==> src/hw/rtl/spp_pkg.sv <==
`timescale 1ns / 1ps
`default_nettype none
// ----------------------------------------------------------------------------
// spp_pkg: shared types and constants of the parity partition stack
// Sizes, command and status codes, controller to datapath bundles.
// ----------------------------------------------------------------------------
package spp_pkg;

    localparam int DEPTH   = 16;
    localparam int CNT_W   = $clog2(DEPTH + 1);
    localparam int ADDR_W  = $clog2(DEPTH);
    localparam int WORD_W  = 32;
    localparam int CMD_W   = 2;
    localparam int STAT_W  = 2;
    localparam int DEPTH_W = 5;

    localparam logic [CMD_W-1:0] CMD_PUSH = 2'd0;
    localparam logic [CMD_W-1:0] CMD_POP  = 2'd1;
    localparam logic [CMD_W-1:0] CMD_PART = 2'd2;

    localparam logic [STAT_W-1:0] ST_OK    = 2'd0;
    localparam logic [STAT_W-1:0] ST_EMPTY = 2'd1;
    localparam logic [STAT_W-1:0] ST_FULL  = 2'd2;

    typedef enum logic [3:0] {
        DP_NOP,
        DP_LOAD,
        DP_PUSH,
        DP_FULL,
        DP_EMPTY,
        DP_POP_RD,
        DP_POP_CAP,
        DP_PART_INIT,
        DP_SCAN_RD,
        DP_SCAN_WR,
        DP_MERGE_RD,
        DP_MERGE_WR,
        DP_OUT
    } dp_op_t;

    typedef struct packed {
        dp_op_t op;
    } dp_ctrl_t;

    typedef struct packed {
        logic [CMD_W-1:0] cmd;
        logic             full;
        logic             empty;
        logic             scan_last;
        logic             odd_none;
        logic             merge_last;
        logic             out_free;
    } dp_stat_t;

endpackage
`default_nettype wire

==> src/hw/rtl/spp_if.sv <==
`timescale 1ns / 1ps
`default_nettype none
// ----------------------------------------------------------------------------
// spp_if: command and result channels of the parity partition stack
// Valid/ready channels; a transfer happens when valid and ready are high.
// ----------------------------------------------------------------------------
interface spp_req_if;
    logic                                valid;
    logic                                ready;
    logic [spp_pkg::CMD_W-1:0]           cmd;
    logic signed [spp_pkg::WORD_W-1:0]   value;

    modport source (output valid, output cmd, output value, input ready);
    modport sink   (input valid, input cmd, input value, output ready);
endinterface

interface spp_rsp_if;
    logic                                valid;
    logic                                ready;
    logic signed [spp_pkg::WORD_W-1:0]   popped;
    logic [spp_pkg::STAT_W-1:0]          status;
    logic [spp_pkg::DEPTH_W-1:0]         depth;

    modport source (output valid, output popped, output status, output depth, input ready);
    modport sink   (input valid, input popped, input status, input depth, output ready);
endinterface
`default_nettype wire

==> src/hw/rtl/stack_with_parity_partition_top.sv <==
`timescale 1ns / 1ps
`default_nettype none
// ----------------------------------------------------------------------------
// stack_with_parity_partition_top: LIFO stack with stable even/odd partition
// Commands arrive on req (cmd, value); each gives one transfer on rsp
// (popped, status, depth). cmd 0 pushes, 1 pops, 2 moves even words below
// odd words keeping each group's order; code 3 does nothing and reports ok.
// Each command is loaded, executed and then finished; a pop adds a capture
// of the registered read, and a partition of n words scans each word with a
// read and a write, then merges each of the m odd words from the odd-word
// buffer with a read and a write. One command is in work at a time;
// req.ready is high only while no command is in work, and a new command is
// taken while the previous result still waits in the output register.
// If rsp.ready is low the finished result holds in the sequencer until the
// output register is free. Reset empties the stack and the output register;
// memory contents are not cleared and no reset pass is needed.
// ----------------------------------------------------------------------------
module stack_with_parity_partition_top (
    input  wire logic clk,
    input  wire logic rst_n,
    spp_req_if.sink   req,
    spp_rsp_if.source rsp
);

    spp_pkg::dp_ctrl_t ctrl;
    spp_pkg::dp_stat_t stat;

    spp_ctrl u_ctrl (
        .clk       (clk),
        .rst_n     (rst_n),
        .req_valid (req.valid),
        .req_ready (req.ready),
        .stat      (stat),
        .ctrl      (ctrl)
    );

    spp_datapath u_datapath (
        .clk   (clk),
        .rst_n (rst_n),
        .ctrl  (ctrl),
        .stat  (stat),
        .req   (req),
        .rsp   (rsp)
    );

endmodule
`default_nettype wire

==> src/hw/rtl/spp_ram.sv <==
`timescale 1ns / 1ps
`default_nettype none
// ----------------------------------------------------------------------------
// spp_ram: generic single-write, single-read RAM
// One write port, one read port with registered read data.
// ----------------------------------------------------------------------------
module spp_ram #(
    parameter int WIDTH = 32,
    parameter int DEPTH = 16
) (
    input  wire logic                     clk,
    input  wire logic                     we,
    input  wire logic [$clog2(DEPTH)-1:0] waddr,
    input  wire logic [WIDTH-1:0]         wdata,
    input  wire logic [$clog2(DEPTH)-1:0] raddr,
    output logic      [WIDTH-1:0]         rdata
);

    logic [WIDTH-1:0] mem_reg [DEPTH];

    always_ff @(posedge clk)
    begin
        if (we)
        begin
            mem_reg[waddr] <= wdata;
        end
        rdata <= mem_reg[raddr];
    end

endmodule
`default_nettype wire

==> src/hw/rtl/spp_datapath.sv <==
`timescale 1ns / 1ps
`default_nettype none
// ----------------------------------------------------------------------------
// spp_datapath: storage, counters and result register
// Holds the fill count, the scan indexes, the two word memories and the
// output register; executes one controller operation per cycle.
// ----------------------------------------------------------------------------
module spp_datapath (
    input  wire logic              clk,
    input  wire logic              rst_n,
    input  wire spp_pkg::dp_ctrl_t ctrl,
    output spp_pkg::dp_stat_t      stat,
    spp_req_if.sink                req,
    spp_rsp_if.source              rsp
);

    logic [spp_pkg::CMD_W-1:0]  cmd_reg;
    logic [spp_pkg::WORD_W-1:0] value_reg;
    logic [spp_pkg::CNT_W-1:0]  fill_reg;
    logic [spp_pkg::CNT_W-1:0]  idx_reg;
    logic [spp_pkg::CNT_W-1:0]  evens_reg;
    logic [spp_pkg::CNT_W-1:0]  odds_reg;
    logic [spp_pkg::WORD_W-1:0] popped_reg;
    logic [spp_pkg::STAT_W-1:0] status_reg;
    logic                       out_valid_reg;
    logic [spp_pkg::WORD_W-1:0] out_popped_reg;
    logic [spp_pkg::STAT_W-1:0] out_status_reg;
    logic [spp_pkg::DEPTH_W-1:0] out_depth_reg;

    logic                        stk_we;
    logic [spp_pkg::ADDR_W-1:0]  stk_waddr;
    logic [spp_pkg::WORD_W-1:0]  stk_wdata;
    logic [spp_pkg::ADDR_W-1:0]  stk_raddr;
    logic [spp_pkg::WORD_W-1:0]  stk_rdata;
    logic                        odd_we;
    logic [spp_pkg::ADDR_W-1:0]  odd_raddr;
    logic [spp_pkg::WORD_W-1:0]  odd_rdata;
    logic [spp_pkg::CNT_W-1:0]   fill_dec;
    logic [spp_pkg::CNT_W-1:0]   merge_addr;
    logic                        word_odd;

    assign fill_dec   = fill_reg - 1'b1;
    assign merge_addr = evens_reg + idx_reg;
    assign word_odd   = stk_rdata[0];

    always_comb
    begin
        stk_we    = 1'b0;
        stk_waddr = fill_reg[spp_pkg::ADDR_W-1:0];
        stk_wdata = value_reg;
        stk_raddr = idx_reg[spp_pkg::ADDR_W-1:0];
        odd_we    = 1'b0;
        odd_raddr = idx_reg[spp_pkg::ADDR_W-1:0];
        case (ctrl.op)
            spp_pkg::DP_PUSH:
            begin
                stk_we = 1'b1;
            end
            spp_pkg::DP_POP_RD:
            begin
                stk_raddr = fill_dec[spp_pkg::ADDR_W-1:0];
            end
            spp_pkg::DP_SCAN_WR:
            begin
                stk_we    = !word_odd;
                stk_waddr = evens_reg[spp_pkg::ADDR_W-1:0];
                stk_wdata = stk_rdata;
                odd_we    = word_odd;
            end
            spp_pkg::DP_MERGE_WR:
            begin
                stk_we    = 1'b1;
                stk_waddr = merge_addr[spp_pkg::ADDR_W-1:0];
                stk_wdata = odd_rdata;
            end
            default:
            begin
            end
        endcase
    end

    spp_ram #(.WIDTH(spp_pkg::WORD_W), .DEPTH(spp_pkg::DEPTH)) u_stack_ram (
        .clk   (clk),
        .we    (stk_we),
        .waddr (stk_waddr),
        .wdata (stk_wdata),
        .raddr (stk_raddr),
        .rdata (stk_rdata)
    );

    spp_ram #(.WIDTH(spp_pkg::WORD_W), .DEPTH(spp_pkg::DEPTH)) u_odd_ram (
        .clk   (clk),
        .we    (odd_we),
        .waddr (odds_reg[spp_pkg::ADDR_W-1:0]),
        .wdata (stk_rdata),
        .raddr (odd_raddr),
        .rdata (odd_rdata)
    );

    always_ff @(posedge clk or negedge rst_n)
    begin
        if (!rst_n)
        begin
            fill_reg      <= '0;
            out_valid_reg <= 1'b0;
        end
        else
        begin
            if (ctrl.op == spp_pkg::DP_PUSH)
            begin
                fill_reg <= fill_reg + 1'b1;
            end
            else if (ctrl.op == spp_pkg::DP_POP_RD)
            begin
                fill_reg <= fill_dec;
            end
            if (ctrl.op == spp_pkg::DP_OUT)
            begin
                out_valid_reg <= 1'b1;
            end
            else if (rsp.ready)
            begin
                out_valid_reg <= 1'b0;
            end
        end
    end

    always_ff @(posedge clk)
    begin
        case (ctrl.op)
            spp_pkg::DP_LOAD:
            begin
                cmd_reg    <= req.cmd;
                value_reg  <= req.value;
                popped_reg <= '0;
                status_reg <= spp_pkg::ST_OK;
            end
            spp_pkg::DP_FULL:
            begin
                status_reg <= spp_pkg::ST_FULL;
            end
            spp_pkg::DP_EMPTY:
            begin
                status_reg <= spp_pkg::ST_EMPTY;
            end
            spp_pkg::DP_POP_CAP:
            begin
                popped_reg <= stk_rdata;
            end
            spp_pkg::DP_PART_INIT:
            begin
                idx_reg   <= '0;
                evens_reg <= '0;
                odds_reg  <= '0;
            end
            spp_pkg::DP_SCAN_WR:
            begin
                if (word_odd)
                begin
                    odds_reg <= odds_reg + 1'b1;
                end
                else
                begin
                    evens_reg <= evens_reg + 1'b1;
                end
                idx_reg <= stat.scan_last ? '0 : idx_reg + 1'b1;
            end
            spp_pkg::DP_MERGE_WR:
            begin
                idx_reg <= idx_reg + 1'b1;
            end
            spp_pkg::DP_OUT:
            begin
                out_popped_reg <= popped_reg;
                out_status_reg <= status_reg;
                out_depth_reg  <= spp_pkg::DEPTH_W'(fill_reg);
            end
            default:
            begin
            end
        endcase
    end

    always_comb
    begin
        stat.cmd        = cmd_reg;
        stat.full       = (fill_reg == spp_pkg::CNT_W'(spp_pkg::DEPTH));
        stat.empty      = (fill_reg == '0);
        stat.scan_last  = (idx_reg + 1'b1 == fill_reg);
        stat.odd_none   = (odds_reg == '0) && !word_odd;
        stat.merge_last = (idx_reg + 1'b1 == odds_reg);
        stat.out_free   = !out_valid_reg || rsp.ready;
    end

    assign rsp.valid  = out_valid_reg;
    assign rsp.popped = out_popped_reg;
    assign rsp.status = out_status_reg;
    assign rsp.depth  = out_depth_reg;

endmodule
`default_nettype wire

==> src/hw/rtl/spp_ctrl.sv <==
`timescale 1ns / 1ps
`default_nettype none
// ----------------------------------------------------------------------------
// spp_ctrl: command sequencer of the parity partition stack
// Steps commands through the datapath, one op per cycle; stalls in S_FINISH.
// ----------------------------------------------------------------------------
module spp_ctrl (
    input  wire logic              clk,
    input  wire logic              rst_n,
    input  wire logic              req_valid,
    output logic                   req_ready,
    input  wire spp_pkg::dp_stat_t stat,
    output spp_pkg::dp_ctrl_t      ctrl
);

    typedef enum logic [2:0] {
        S_IDLE,
        S_EXEC,
        S_POP_WAIT,
        S_SCAN_RD,
        S_SCAN_WR,
        S_MERGE_RD,
        S_MERGE_WR,
        S_FINISH
    } state_t;

    state_t state_reg;
    state_t state_next;

    assign req_ready = (state_reg == S_IDLE);

    always_comb
    begin
        state_next = state_reg;
        ctrl.op    = spp_pkg::DP_NOP;
        case (state_reg)
            S_IDLE:
            begin
                if (req_valid)
                begin
                    ctrl.op    = spp_pkg::DP_LOAD;
                    state_next = S_EXEC;
                end
            end
            S_EXEC:
            begin
                state_next = S_FINISH;
                case (stat.cmd)
                    spp_pkg::CMD_PUSH:
                    begin
                        ctrl.op = stat.full ? spp_pkg::DP_FULL : spp_pkg::DP_PUSH;
                    end
                    spp_pkg::CMD_POP:
                    begin
                        if (stat.empty)
                        begin
                            ctrl.op = spp_pkg::DP_EMPTY;
                        end
                        else
                        begin
                            ctrl.op    = spp_pkg::DP_POP_RD;
                            state_next = S_POP_WAIT;
                        end
                    end
                    spp_pkg::CMD_PART:
                    begin
                        if (stat.empty)
                        begin
                            ctrl.op = spp_pkg::DP_EMPTY;
                        end
                        else
                        begin
                            ctrl.op    = spp_pkg::DP_PART_INIT;
                            state_next = S_SCAN_RD;
                        end
                    end
                    default:
                    begin
                    end
                endcase
            end
            S_POP_WAIT:
            begin
                ctrl.op    = spp_pkg::DP_POP_CAP;
                state_next = S_FINISH;
            end
            S_SCAN_RD:
            begin
                ctrl.op    = spp_pkg::DP_SCAN_RD;
                state_next = S_SCAN_WR;
            end
            S_SCAN_WR:
            begin
                ctrl.op = spp_pkg::DP_SCAN_WR;
                if (!stat.scan_last)
                begin
                    state_next = S_SCAN_RD;
                end
                else if (stat.odd_none)
                begin
                    state_next = S_FINISH;
                end
                else
                begin
                    state_next = S_MERGE_RD;
                end
            end
            S_MERGE_RD:
            begin
                ctrl.op    = spp_pkg::DP_MERGE_RD;
                state_next = S_MERGE_WR;
            end
            S_MERGE_WR:
            begin
                ctrl.op    = spp_pkg::DP_MERGE_WR;
                state_next = stat.merge_last ? S_FINISH : S_MERGE_RD;
            end
            S_FINISH:
            begin
                if (stat.out_free)
                begin
                    ctrl.op    = spp_pkg::DP_OUT;
                    state_next = S_IDLE;
                end
            end
            default:
            begin
                state_next = S_IDLE;
            end
        endcase
    end

    always_ff @(posedge clk or negedge rst_n)
    begin
        if (!rst_n)
        begin
            state_reg <= S_IDLE;
        end
        else
        begin
            state_reg <= state_next;
        end
    end

endmodule
`default_nettype wire

==> src/flat_wrapper.sv <==
// flat-port wrapper written by rule: the top's interface ports become plain ports
module stack_with_parity_partition_top_flat 
  (clk, rst_n, req_valid, req_cmd, req_value, req_ready, rsp_valid, rsp_popped, rsp_status, rsp_depth, rsp_ready);
  spp_req_if req_i ();
  spp_rsp_if rsp_i ();
  input  wire logic clk;
  input  wire logic rst_n;
  input wire logic [$bits(req_i.valid)-1:0] req_valid;
  input wire logic [$bits(req_i.cmd)-1:0] req_cmd;
  input wire logic [$bits(req_i.value)-1:0] req_value;
  output wire logic [$bits(req_i.ready)-1:0] req_ready;
  output wire logic [$bits(rsp_i.valid)-1:0] rsp_valid;
  output wire logic [$bits(rsp_i.popped)-1:0] rsp_popped;
  output wire logic [$bits(rsp_i.status)-1:0] rsp_status;
  output wire logic [$bits(rsp_i.depth)-1:0] rsp_depth;
  input wire logic [$bits(rsp_i.ready)-1:0] rsp_ready;
  assign req_i.valid = req_valid;
  assign req_i.cmd = req_cmd;
  assign req_i.value = req_value;
  assign req_ready = req_i.ready;
  assign rsp_valid = rsp_i.valid;
  assign rsp_popped = rsp_i.popped;
  assign rsp_status = rsp_i.status;
  assign rsp_depth = rsp_i.depth;
  assign rsp_i.ready = rsp_ready;
  stack_with_parity_partition_top u_core (.clk(clk), .rst_n(rst_n), .req(req_i), .rsp(rsp_i));
endmodule
==> config.mk <==
export PLATFORM = sky130hd
export DESIGN_NAME = stack_with_parity_partition_top_flat
export DESIGN_NICKNAME = d
export VERILOG_FILES = /design/src/hw/rtl/spp_pkg.sv /design/src/hw/rtl/spp_if.sv /design/src/hw/rtl/stack_with_parity_partition_top.sv /design/src/hw/rtl/spp_ram.sv /design/src/hw/rtl/spp_datapath.sv /design/src/hw/rtl/spp_ctrl.sv /design/src/flat_wrapper.sv
export SDC_FILE = /design/constraint.sdc
export NUM_CORES = 1
export LEC_CHECK = 0
export BUFFER_PORTS_ARGS = -buffer_cell sky130_fd_sc_hd__buf_4
export CORE_ASPECT_RATIO = 0.75
export CORE_MARGIN = 3
export CORE_UTILIZATION = 54
export DETAILED_ROUTE_END_ITERATION = 8
export PLACE_DENSITY = 0.7
export RECOVER_POWER = 100
export SYNTH_ARGS = -nofsm -noshare
export SYNTH_HDL_FRONTEND = slang
export SYNTH_SLANG_ARGS = --single-unit
==> constraint.sdc <==
create_clock -name clk -period 11.5 [get_ports clk]
set_clock_uncertainty 0.1 [all_clocks]
set_input_delay 1.15 -clock clk [delete_from_list [all_inputs] [get_ports clk]]
set_output_delay 1.15 -clock clk [all_outputs]
set_load 0.05 [all_outputs]
==> results_tabular.tex <==
\begin{tabular}{lr}
\hline
Metric & Value \\
\hline
\multicolumn{2}{l}{\textbf{Outcome}} \\
\quad Status & finished with violations \\
\quad Failing checks & capacitance limit, slew limit \\
\multicolumn{2}{l}{\textbf{Synth}} \\
\quad Number of flops mapped to enable cells by yosys & 1145 \\
\quad Post-Synthesis Cell Area & 0.0464 sq mm \\
\quad Number of synthesis warnings & 0 \\
\quad Share of flip-flops with an asynchronous set or reset after synthesis & 0.739\% \\
\quad Largest area contributor in the netlist & edfxtp\_1 \\
\quad Number of flip-flops and latches in the synthesized netlist & 1218 \\
\quad Post-synthesis area per instance & 18.5 sq um \\
\quad Synthesized netlist cell count & 2506 \\
\quad Most frequent cell after synthesis & edfxtp\_1 \\
\quad Top cell types by occurrence after synthesis & 1145 x edfxtp\_1, 419 x mux2i\_1, 130 x o22ai\_1 \\
\quad Share of the synthesized area in the top cell type & 74.2\% \\
\quad Share of synthesized area occupied by flip-flops and latches & 77.4\% \\
\quad Number of distinct standard cells referenced by the synthesized netlist & 58 \\
\quad Dominant cells by area after synthesis & edfxtp\_1 74\%, mux2i\_1 9.0\%, mux4\_2 3.1\%, dfxtp\_1 2.8\%, o22ai\_1 1.8\% \\
\quad Post-Synthesis Net Count & 2561 \\
\quad Primary FF master, synth & edfxtp\_1 \\
\multicolumn{2}{l}{\textbf{Detailed routing}} \\
\quad Wire length on met2 & 48.9 mm \\
\quad Aggregate routed wire length & 108 mm \\
\quad Post-Route M1 WL & 46.6 mm \\
\quad Router iterations before antenna repair & 6 \\
\quad Detailed-route vias per instance & 6.23 \\
\quad Count of unresolved DRC violations after routing & 0 \\
\quad Wire per inst & 27.9 um \\
\quad DR WL met3 & 10.1 mm \\
\quad Count of nets left with antenna violations after detail routing & 0 \\
\quad Topmost layer with routed signal wires & met4 \\
\quad Via count of the routed design & 24100 \\
\quad DRC violation total after the first TritonRoute iteration & 2631 \\
\multicolumn{2}{l}{\textbf{Setup path}} \\
\quad Kind of critical path & register to register \\
\quad Crit start category & register \\
\quad Nature of the critical path endpoint & register \\
\quad Required arrival time at the worst endpoint & 11.67 ns \\
\quad Length in cells of the worst reg-to-reg path & 11 \\
\quad Signal arrival time at the worst endpoint & 7.96 ns \\
\quad CP max FO & 37 \\
\multicolumn{2}{l}{\textbf{Placement}} \\
\quad Final HPWL from detailed placement & 56.1 mm \\
\quad Worst slack, placed & 6.23 ns \\
\quad Instance area at placement & 0.0487 sq mm \\
\quad Count of buffers from port buffering & 78 \\
\quad RD Place Congestion & 0.867 \\
\quad Cells after DPL & 3661 \\
\multicolumn{2}{l}{\textbf{STA}} \\
\quad Post-layout minimum cycle time & 7.79 ns \\
\quad Unrepaired setup endpoints after global routing & false \\
\quad Final-report max-slew violation count & 916 \\
\quad Transition time at the pin with the least slew margin & 4.37 ns \\
\quad Setup\_tns & 0 ns \\
\quad Share of the clock period used by the worst path & 67.7\% \\
\quad Number of endpoints with negative hold slack in the final report & 0 \\
\quad Setup violation total in the final timing report & 0 \\
\quad Highest Clock Rate & 0.128 GHz \\
\quad Worst Hold Margin & 0.316 ns \\
\quad Post-route setup slack & 3.71 ns \\
\quad Max-slew headroom at the worst pin & -191\% \\
\multicolumn{2}{l}{\textbf{Power and ir drop}} \\
\quad Cell Pwr Density & 165 mW/mm\^{}2 \\
\quad Switching power summed over all nets & 1.59 mW \\
\quad Clock power share & 44.2\% \\
\quad Part of the power in registers & 55.6\% \\
\quad Combinational share of power & 0.1\% \\
\quad Switching Share & 18.6\% \\
\quad Cell leakage power & 17.3 nW \\
\quad Peak VDD IR & 0.000138 V \\
\quad Pint & 6.98 mW \\
\multicolumn{2}{l}{\textbf{Clock tree}} \\
\quad Number of buffers between clock root and the deepest sink & 3 \\
\quad Clock tree from TritonCTS & done \\
\quad H-tree Lvls & 3 \\
\quad Root buf cell & clkbuf\_16 \\
\quad Worst skew pair latency & 0.68 ns \\
\quad Clock transition at the registers of the reported paths & 0.07 ns \\
\quad Count of clock tree sinks & 1218 \\
\quad Post-CTS setup buffers & 0 \\
\quad CTS hold repair buffers & 0 \\
\quad Number of buffers added by the clock tree synthesis step & 109 \\
\quad Gates resized, CTS repair & 0 \\
\multicolumn{2}{l}{\textbf{Die}} \\
\quad Core region area & 0.0845 sq mm \\
\quad Number of top-level pins & 79 \\
\quad Die boundary height & 260 um \\
\quad Count of standard-cell rows & 92 \\
\quad Width of the chip & 344 um \\
\quad Die area & 0.0894 sq mm \\
\quad Initial standard-cell utilization of the core & 54.9\% \\
\multicolumn{2}{l}{\textbf{Cells and area}} \\
\quad Post-layout instance count excluding filler cells & 3869 \\
\quad Nets & 2699 \\
\quad Final non-filler cell area & 0.0520 sq mm \\
\quad Layout cell share with drive strength beyond 1 & 12.3\% \\
\quad Layout Area Growth over Synthesis & 12.1\% \\
\multicolumn{2}{l}{\textbf{Hold path}} \\
\quad Hold Path Depth & 0 \\
\quad Class of the tightest hold or removal check & register to register \\
\multicolumn{2}{l}{\textbf{Global route}} \\
\quad Largest net degree at the start of global routing & 132 \\
\quad Antenna violations before repair & 2 \\
\quad Vias in the first global route & 24200 \\
\quad Total routing resource utilization after global routing & 24.0\% \\
\quad Overall overflow remaining after global route & 0 \\
\quad Wire length of the first global-routing pass & 157 mm \\
\multicolumn{2}{l}{\textbf{Job}} \\
\quad Max Cap Viol & 29 \\
\hline
\end{tabular}
worst max-delay path: stages (launching register included):
cell and delay [ns]:
dfrtp_1 0.54, inv_1 0.13, ha_1 0.27, or4b_1 0.21, a211oi_1 0.09, o21ai_0 1.21
clkbuf_1 2.08, o21ai_0 0.45, a21boi_0 0.44, nand3_1 0.25, nor3_1 0.30, clkbuf_1 1.26
layout make-up:
type | instances | area [sq um]
multi-input combinational | 1138 | 9980
clock inverter | 78 | 857
timing repair buffer | 163 | 846
sequential | 1218 | 35900
inverter | 14 | 52.6
fill | 5962 | 32500
tap | 1128 | 1410
clock buffer | 129 | 2930
antenna | 1 | 2.50
path summary, 6_finish.rpt:
kind,slack (ns),from,endpoint
setup / recovery,3.71,u_core.u_datapath.fill_reg[0],u_core.u_datapath.u_stack_ram.mem_reg[13][8]
hold / removal,0.32,u_core.u_datapath.popped_reg[2],u_core.u_datapath.rsp.popped[2]
setup reg to reg,3.71,u_core.u_datapath.fill_reg[0],u_core.u_datapath.u_stack_ram.mem_reg[13][8]
hold reg to reg,0.32,u_core.u_datapath.popped_reg[2],u_core.u_datapath.rsp.popped[2]
max in group asynchronous,10.50,rst_n,u_core.u_ctrl.state_reg[2]
min in group asynchronous,0.37,rst_n,u_core.u_datapath.fill_reg[2]
power groups by stage:
stage	Combinational (mW)	Sequential (mW)	Clock, mW
detailed placement	0.0132	4.87	0
finish	0.0114	4.77	3.79
global route	0.0120	4.77	4.01
floorplan	0.00000713	4.87	0
CTS	0.0134	4.77	3.84
global placement	0.0130	4.87	0
through the flow:
stage                     total power, mW  util (%)
after floorplan                      4.87         -
after global placement               4.88      57.6
after detailed placement             4.88      57.6
after CTS                            8.63      62.1
after global routing                 8.80      61.5
final                                8.58      61.5
cells by family (layout without fill, tap and decap cells):
kind of cell	count (synthesis)	in the layout	synth area share (%)
xor gates and xnor gates	24	24	0.453
and+or+nand+nor	266	266	3.05
other	0	1	0
AOI/OAI and AO/OA	347	347	5.05
muxes	484	484	12.2
buffers and inverters	150	384	1.37
adders and majority gates	17	17	0.475
DFF	1218	1218	77.4
layer usage:
metal / global-route usage [%] / vias to the layer above
li1: - / 10400
met1: 36.1 / 12400
met2: 36.6 / 1168
met3: 5.01 / 165
met4: 5.66 / 0
met5: 0 / -
layout by cell type, fill, tap and decap left out, drive strengths merged, types with 6 or more instances in the layout:
cell type / n
o22ai: 130
nor3: 29
nand2b: 8
a21oi: 13
xnor2: 15
buf: 36
nand3: 12
a22oi: 33
bufinv: 17
a31oi: 7
dfxtp: 64
or4: 32
inv: 17
o21ai: 78
edfxtp: 1145
a221oi: 64
xor2: 9
dfrtp: 9
ha: 16
mux2i: 419
and2: 49
clkinvlp: 7
clkbuf: 256
nand2: 82
mux4: 64
nor2b: 6
nor2: 25
clkinv: 51
(Power assumes the default switching activity.)
